<file path="src/sv/msce_delay.sv">
// Shift line that keeps side data aligned with the multiplier rows.
module msce_delay #(
  parameter int unsigned WIDTH = 8,
  parameter int unsigned DEPTH = 4
) (
  input  logic             clk,
  input  logic             rst,
  input  logic             en,
  input  logic [WIDTH-1:0] d,
  output logic [WIDTH-1:0] q
);

  logic [WIDTH-1:0] line [DEPTH];

  // Advance every tap together; reset clears the line so valid flags start low.
  always_ff @(posedge clk) begin
    if (rst) begin
      for (int i = 0; i < DEPTH; i++) line[i] <= '0;
    end else if (en) begin
      line[0] <= d;
      for (int i = 1; i < DEPTH; i++) line[i] <= line[i-1];
    end
  end

  assign q = line[DEPTH-1];

endmodule

</file>
<file path="config.mk">
export PLATFORM = sky130hd
export DESIGN_NAME = msce_delay
export DESIGN_NICKNAME = d
export VERILOG_FILES = /design/src/sv/msce_delay.sv
export SDC_FILE = /design/constraint.sdc
export NUM_CORES = 1
export LEC_CHECK = 0
export BUFFER_PORTS_ARGS = -buffer_cell sky130_fd_sc_hd__buf_2
export CAP_MARGIN = 20
export CORE_MARGIN = 4
export CORE_UTILIZATION = 35
export DETAILED_ROUTE_END_ITERATION = 6
export HOLD_SLACK_MARGIN = 0.03
export PLACE_DENSITY = 0.51
export SLEW_MARGIN = 20
export SYNTH_ARGS = -nofsm -noshare
export SYNTH_HDL_FRONTEND = slang
export SYNTH_SLANG_ARGS = --single-unit
export TNS_END_PERCENT = 1
</file>
<file path="constraint.sdc">
create_clock -name clk -period 1.8 [get_ports clk]
set_clock_uncertainty 0.2 [all_clocks]
set_input_delay 0.18 -clock clk [delete_from_list [all_inputs] [get_ports clk]]
set_output_delay 0.18 -clock clk [all_outputs]
set_load 0.01 [all_outputs]
</file>
Yosys cells after proc, flatten, opt, wreduce, memory -nomap -nowiden. Memories as Yosys holds them, arrays and structs flattened. Index checks and enable logic that the tools add are counted.

Add/sub/neg operators: 0. $mul: 0. Divide/modulo/power cells: 0. Order comparisons: 0. Equal/unequal tests: 0. Shift operators: 0. Mux-type cells: 9. Bitwise logic cells: 4. Reduce and logical (&&, ||, !) cells: 0.

Operators with widths (number): two-way mux 8 bit (4); two-way mux 1 bit (5); bitwise OR 1 bit (4).

Register bits: 0. Bits in latches: 0. Memory bits (writable): 32. Bits in read-only memories: 0. Input bits: 11. Output and inout bits: 8. Memories kept: 1.

Memories: line (words 4, width 8, rd ports 4, clocked after Yosys merged registers in 0, write ports 4, RTL line 13) `logic [WIDTH-1:0] line [DEPTH];`.

Logic depth before layout (Yosys ltp). Gate-level depths: netlist (run 1).

Depth after elaboration: 4. Mapped depth: 2. Gate-level depth less buffers: 1.

Worst setup path before layout (run 1). No wires, ideal clock.

Kind: in2reg. Start: input rst. End: memory line[0][0], enable pin. Library setup time: 390 ps. Data arrival time: 1072 ps. Data required time: 1210 ps. Setup slack: 138 ps. Stages: 2. Buffers on the path: 1. Cell sequence: buf_2 -> or2_1.

RTL lines: from (decl) (RTL line 7) `input logic rst,`; to (decl) (RTL line 13).

==> results.sh, run 1 <==
export IMPL_first_pass_iters=4
export IMPL_track_usage_pct=8.17
export IMPL_grt_overflow_total=0
export IMPL_cts_buffers=5
export IMPL_startpoint="d[3]"
export IMPL_clkTransAtPathRegs_ps=60
export IMPL_synth_top_family_by_area="simple AND/OR/NAND/NOR gates"
export IMPL_crit_path_max_fanout=1
export IMPL_synth_compound_area_share_pct=0
export IMPL_drv_cap=0
export IMPL_clkSinkCount=32
export IMPL_largest_register="line"
export IMPL_drt_antenna_violating_nets=0
export IMPL_ff_latch_area_um2=961
export IMPL_leakagePower_nw=0.744
export IMPL_syn_nets=82
export IMPL_first_iter_violations=35
export IMPL_coreArea_um2=3470
export IMPL_reg2reg_slack_ps=810
export IMPL_cp_start_kind="primary input"
export IMPL_worstSetupEndpointType="flop"
export IMPL_hpwl_um=915
export IMPL_globalplace_congestion=0.596
export IMPL_largest_reg_flops=32
export IMPL_die_x_um=69.0
export IMPL_dp_cells=133
export IMPL_areaGrowthSynthToFinish_pct=23.6
export IMPL_period_needed_ps=1180
export IMPL_dp_slack_ps=559
export IMPL_cts_setup_buffers=0
export IMPL_antenna_found_initial=0
export IMPL_crit_family="buffers and inverters"
export IMPL_dieArea_um2=4760
export IMPL_post_cts_resized=0
export IMPL_grt_max_degree=33
export IMPL_finalCritPeriodShare_pct=65.4
export IMPL_cts_tree="built"
export IMPL_reg2reg_from="line[2][0]"
export IMPL_setup_ws_ps=623
export IMPL_path_class="primary input to flop"
export IMPL_cts_path_max_buffers=2
export IMPL_postSynthAreaPerCell_um2=18.3
export IMPL_arrival_ps=1000
export IMPL_wl_per_cell_um=11.6
export IMPL_insertion_delay_ps=270
export IMPL_nFillCells=327
export IMPL_worstPathRequired_ps=1630
export IMPL_worst_slew_pin_slew_ps=300
export IMPL_grt_pass1_vias=638
export IMPL_dr_total_vias=656
export IMPL_dieHeight_um=69.0
export IMPL_synth_xor_area_share_pct=0
export IMPL_cp_endpoint="line[0][3]"
export IMPL_synth_seq_area_share_pct=73.8
export IMPL_slew_violations=0
export IMPL_slowest_delay_ps=530
export IMPL_ff2ff_path_depth=1
export IMPL_syn_inst=71
export IMPL_hold_class="primary input to flop"
export IMPL_p_per_area_nw_per_um2=921
export IMPL_multi_input_area_um2=312
export IMPL_via_per_inst=4.40
export IMPL_hold_viol=0
export IMPL_drc=0
export IMPL_ioPinCount=19
export IMPL_synth_simple_gate_area_share_pct=23.9
export IMPL_cp_depth=3
export IMPL_synthAdderAreaFrac_pct=0
export IMPL_stdcell_count=149
export IMPL_ctsHoldBuffers=8
export IMPL_layout_nets=113
export IMPL_route_final_wire_length_um=1720
export IMPL_grt_pass1_wl_um=2930
export IMPL_max_freq_mhz=850
export IMPL_root_buffer="clkbuf_8"
export IMPL_start_util_pct=37.6
export IMPL_yosys_warnings=0
export IMPL_reg_top3="line: 32 flops"
export IMPL_antenna_cells=0
export IMPL_layout_drive_gt1_share_pct=45.6
export IMPL_status="finished, final reports clean"
export IMPL_slew_headroom_pct=80.0
export IMPL_peakVddDrop_mv=0.405
export IMPL_setup_tns_ps=0
export IMPL_worst_path_buf_inv=2
export IMPL_syn_area_um2=1300
export IMPL_io_buffer_count=18
export IMPL_ys_types=5
export IMPL_synthMuxAreaShare_pct=0
export IMPL_finalSetupViolCount=0
export IMPL_path_cells="dlygate4sd3_1, buf_2, and3b_2"
export IMPL_rsz0062_at_grt="no"
export IMPL_cts_max_level=2
export IMPL_rows=21
export IMPL_reg2reg_to="line[3][0]"
export IMPL_synth_seq_cells=32
export IMPL_slowest_stage="dlygate4sd3_1"
## logic make-up (layout without fill, tap and decap cells)
kind of cell,after synthesis,count (layout)
buf+inv,6,38
flops,32,32
simple gates,33,33
## worst min-delay path, stage by stage
cell and delay, ps:
buf_2 90, or2_1 110, buf_4 160
## area by class of cell
type,count,share of cell area (%)
clock buffers,7,4.74
flip-flops and latches,32,59.7
well taps,46,3.57
multi-input cells,33,19.3
repair buffers,30,12.4
clock inverters,1,0.233
## Yosys cell counts (all sizes together)
master / n / share of area (%)
edfxtp: 32 / 74
or2: 1 / 0.48
buf: 6 / 2.3
and3b: 32 / 23
## metal layers
layer  vias up  wire length [µm]  global-route usage, %
met1       300               779                   9.03
met2        19               784                   11.3
met4         0                26                   7.16
li1        333                 -                      -
met3         4               134                   4.22
met5         -                 0                      0
## stage by stage
stage	power (mW)	cell area [µm²]	hold WS (ps)	utilization, %
floorplan	0.951	1300	213	-
global placement	0.985	1450	292	41.8
detailed placement	0.988	1450	295	41.8
CTS	1.51	1610	194	46.4
global route	1.55	1610	239	46.4
finish	1.48	1610	199	46.4
## cell usage in the layout (no fill, tap or decap)
cell	instances
dlygate4sd3_1	8
clkbuf_1	2
edfxtp_1	32
and3b_2	20
or2_1	1
buf_2	18
clkinv_1	1
clkbuf_8	5
buf_4	4
and3b_1	12
## report_power, final
part	total, mW	switching (mW)	leakage, nW	internal (mW)
Clock	0.501	0.232	0.0399	0.268
Sequential	0.881	0.00818	0.352	0.873
Combinational	0.102	0.0483	0.352	0.0535
## worst min-delay path by stage
stage / from / endpoint / cells after the start
2_1_floorplan: d[4] / line[0][4] / 1
3_3_place_gp: d[4] / line[0][4] / 2
3_5_place_dp: d[7] / line[0][7] / 2
4_1_cts: rst / line[3][1] / 3
5_1_grt: rst / line[3][4] / 3
6_report: en / line[3][1] / 3
No activity file was read; power rests on OpenSTA's default activity.
==> run 2, diff against run 1 <==
- PLACE_DENSITY: 0.51 -> 0.53
- clock period: 1.8 -> 1.04 ns (I/O delays scaled with it)
==> results.sh, run 2 (synthesis gave the netlist of run 1 again) <==
export IMPL_status="finished with violations"
export IMPL_violations="hold timing, setup timing"
export IMPL_clkSinkCount=32
export IMPL_path_cells="buf_2"
export IMPL_wl_met3_um=121
export IMPL_reg_top3="line: 32 flops"
export IMPL_track_usage_pct=7.89
export IMPL_rows=21
export IMPL_dp_cells=131
export IMPL_combPwrFrac_pct=5.8
export IMPL_stdcell_count=139
export IMPL_reg2reg_slack_ps=30
export IMPL_rsz0062_at_grt="yes"
export IMPL_total_power_mw=2.54
export IMPL_insertion_delay_ps=270
export IMPL_startpoint="line[3][7]"
export IMPL_hold_viol=8
export IMPL_cp_endpoint="q[7]"
export IMPL_arrival_ps=770
export IMPL_reg2reg_to="line[2][7]"
export IMPL_path_class="flop to primary output"
export IMPL_min_from="d[4]"
export IMPL_crit_family="flip-flops"
export IMPL_start_util_pct=37.6
export IMPL_cp_start_kind="flop"
export IMPL_seqPwrFrac_pct=60.0
export IMPL_p_sw_mw=0.498
export IMPL_slowest_delay_ps=360
export IMPL_clkTransAtPathRegs_ps=60
export IMPL_route_final_wire_length_um=1670
export IMPL_dp_slack_ps=-140
export IMPL_largest_register="line"
export IMPL_first_iter_violations=26
export IMPL_period_needed_ps=1080
export IMPL_routed_top_layer="met4"
export IMPL_final_core_util_pct=43.8
export IMPL_finalCritPeriodShare_pct=104
export IMPL_max_freq_mhz=928
export IMPL_dieHeight_um=69.0
export IMPL_ff2ff_path_depth=1
export IMPL_cts_path_max_buffers=2
export IMPL_final_common_cell="edfxtp_1"
export IMPL_drt_antenna_violating_nets=0
export IMPL_post_cts_resized=0
export IMPL_io_buffer_count=18
export IMPL_areaGrowthSynthToFinish_pct=16.5
export IMPL_cts_max_level=2
export IMPL_layout_drive_gt1_share_pct=49.5
export IMPL_drv_cap=0
export IMPL_ioPinCount=19
export IMPL_via_per_inst=4.54
export IMPL_largest_reg_flops=32
export IMPL_grt_overflow_total=0
export IMPL_p_clk_share_pct=34.2
export IMPL_cp_depth=1
export IMPL_leakagePower_nw=0.703
export IMPL_final_cell_mix="32 x edfxtp_1, 20 x and3b_2, 18 x buf_2"
export IMPL_worstPathRequired_ps=740
export IMPL_drc=0
export IMPL_p_sw_share_pct=19.6
export IMPL_cts_tree="built"
export IMPL_wl_met2_um=796
export IMPL_globalplace_congestion=0.603
export IMPL_cts_buffers=5
export IMPL_dieArea_um2=4760
export IMPL_dr_total_vias=631
export IMPL_slew_headroom_pct=71.7
export IMPL_antenna_cells=0
export IMPL_grt_pass1_vias=622
export IMPL_layout_nets=103
export IMPL_die_x_um=69.0
export IMPL_wl_per_cell_um=12.0
export IMPL_grt_pass1_wl_um=2890
export IMPL_crit_path_max_fanout=1
export IMPL_finalSetupViolCount=8
export IMPL_root_buffer="clkbuf_8"
export IMPL_coreArea_um2=3470
export IMPL_worstSetupEndpointType="primary output"
export IMPL_setup_ws_ps=-37.8
export IMPL_whs_ps=-57.1
export IMPL_worst_slew_pin_slew_ps=425
export IMPL_hold_class="primary input to flop"
export IMPL_reg2reg_from="line[1][7]"
export IMPL_slew_violations=0
export IMPL_met1_length_um=707
export IMPL_setup_tns_ps=-232
export IMPL_worst_path_buf_inv=1
export IMPL_p_per_area_nw_per_um2=1680
export IMPL_peakVddDrop_mv=0.773
export IMPL_first_pass_iters=3
export IMPL_grt_max_degree=33
export IMPL_intPower_mw=2.05
export IMPL_antenna_found_initial=0
export IMPL_slowest_stage="edfxtp_1"
## run 2: changes by cell type in the layout (fill, tap and decap cells not counted)
cell / previous run / this run
buf_4: 4 / 2
or2_4: 0 / 1
dlygate4sd3_1: 8 / 0
or2_1: 1 / 0
## run 2: through the flow
stage	instance area [µm²]	hold WS (ps)
floorplan	1320	137
global placement	1440	221
detailed placement	1440	221
CTS	1520	-66.1
global route	1520	-57.2
finish	1520	-57.1
## run 2: worst min path at each step
stage | endpoint | slack, ps | depth (start not counted)
after floorplan | line[0][4] | 140 | 1
after global placement | line[0][4] | 220 | 2
after detailed placement | line[0][4] | 220 | 2
after CTS | line[0][4] | -70 | 2
after global routing | line[0][4] | -60 | 2
final | line[0][4] | -60 | 2
## run 2: layout make-up
| type | instances | area (µm²) |
|---|---|---|
| fill | 325 | 1950 |
| tap | 46 | 57.6 |
| clock buffer | 7 | 76.3 |
| clock inverter | 1 | 3.75 |
| timing repair buffer | 20 | 105 |
| sequential | 32 | 961 |
| multi-input combinational | 33 | 314 |
## run 2: power groups by stage
stage | logic, mW | clock network [mW] | registers, mW
after CTS | 0.152 | 0.909 | 1.53
after global routing | 0.165 | 0.963 | 1.54
after detailed placement | 0.152 | 0 | 1.56
after floorplan | 0.0894 | 0 | 1.56
after global placement | 0.149 | 0 | 1.55
final | 0.147 | 0.870 | 1.53
## run 2: what timing repair did
action,CTS,global route
setup buffers,0,0
endpoints found under the hold margin,8,8
endpoints found under the setup margin,8,8
## run 2: per-layer routing
layer	GRT usage (%)	up-vias
li1	-	312
met1	8.09	294
met2	12.9	20
met3	3.05	5
met4	5.86	0
met5	0	-
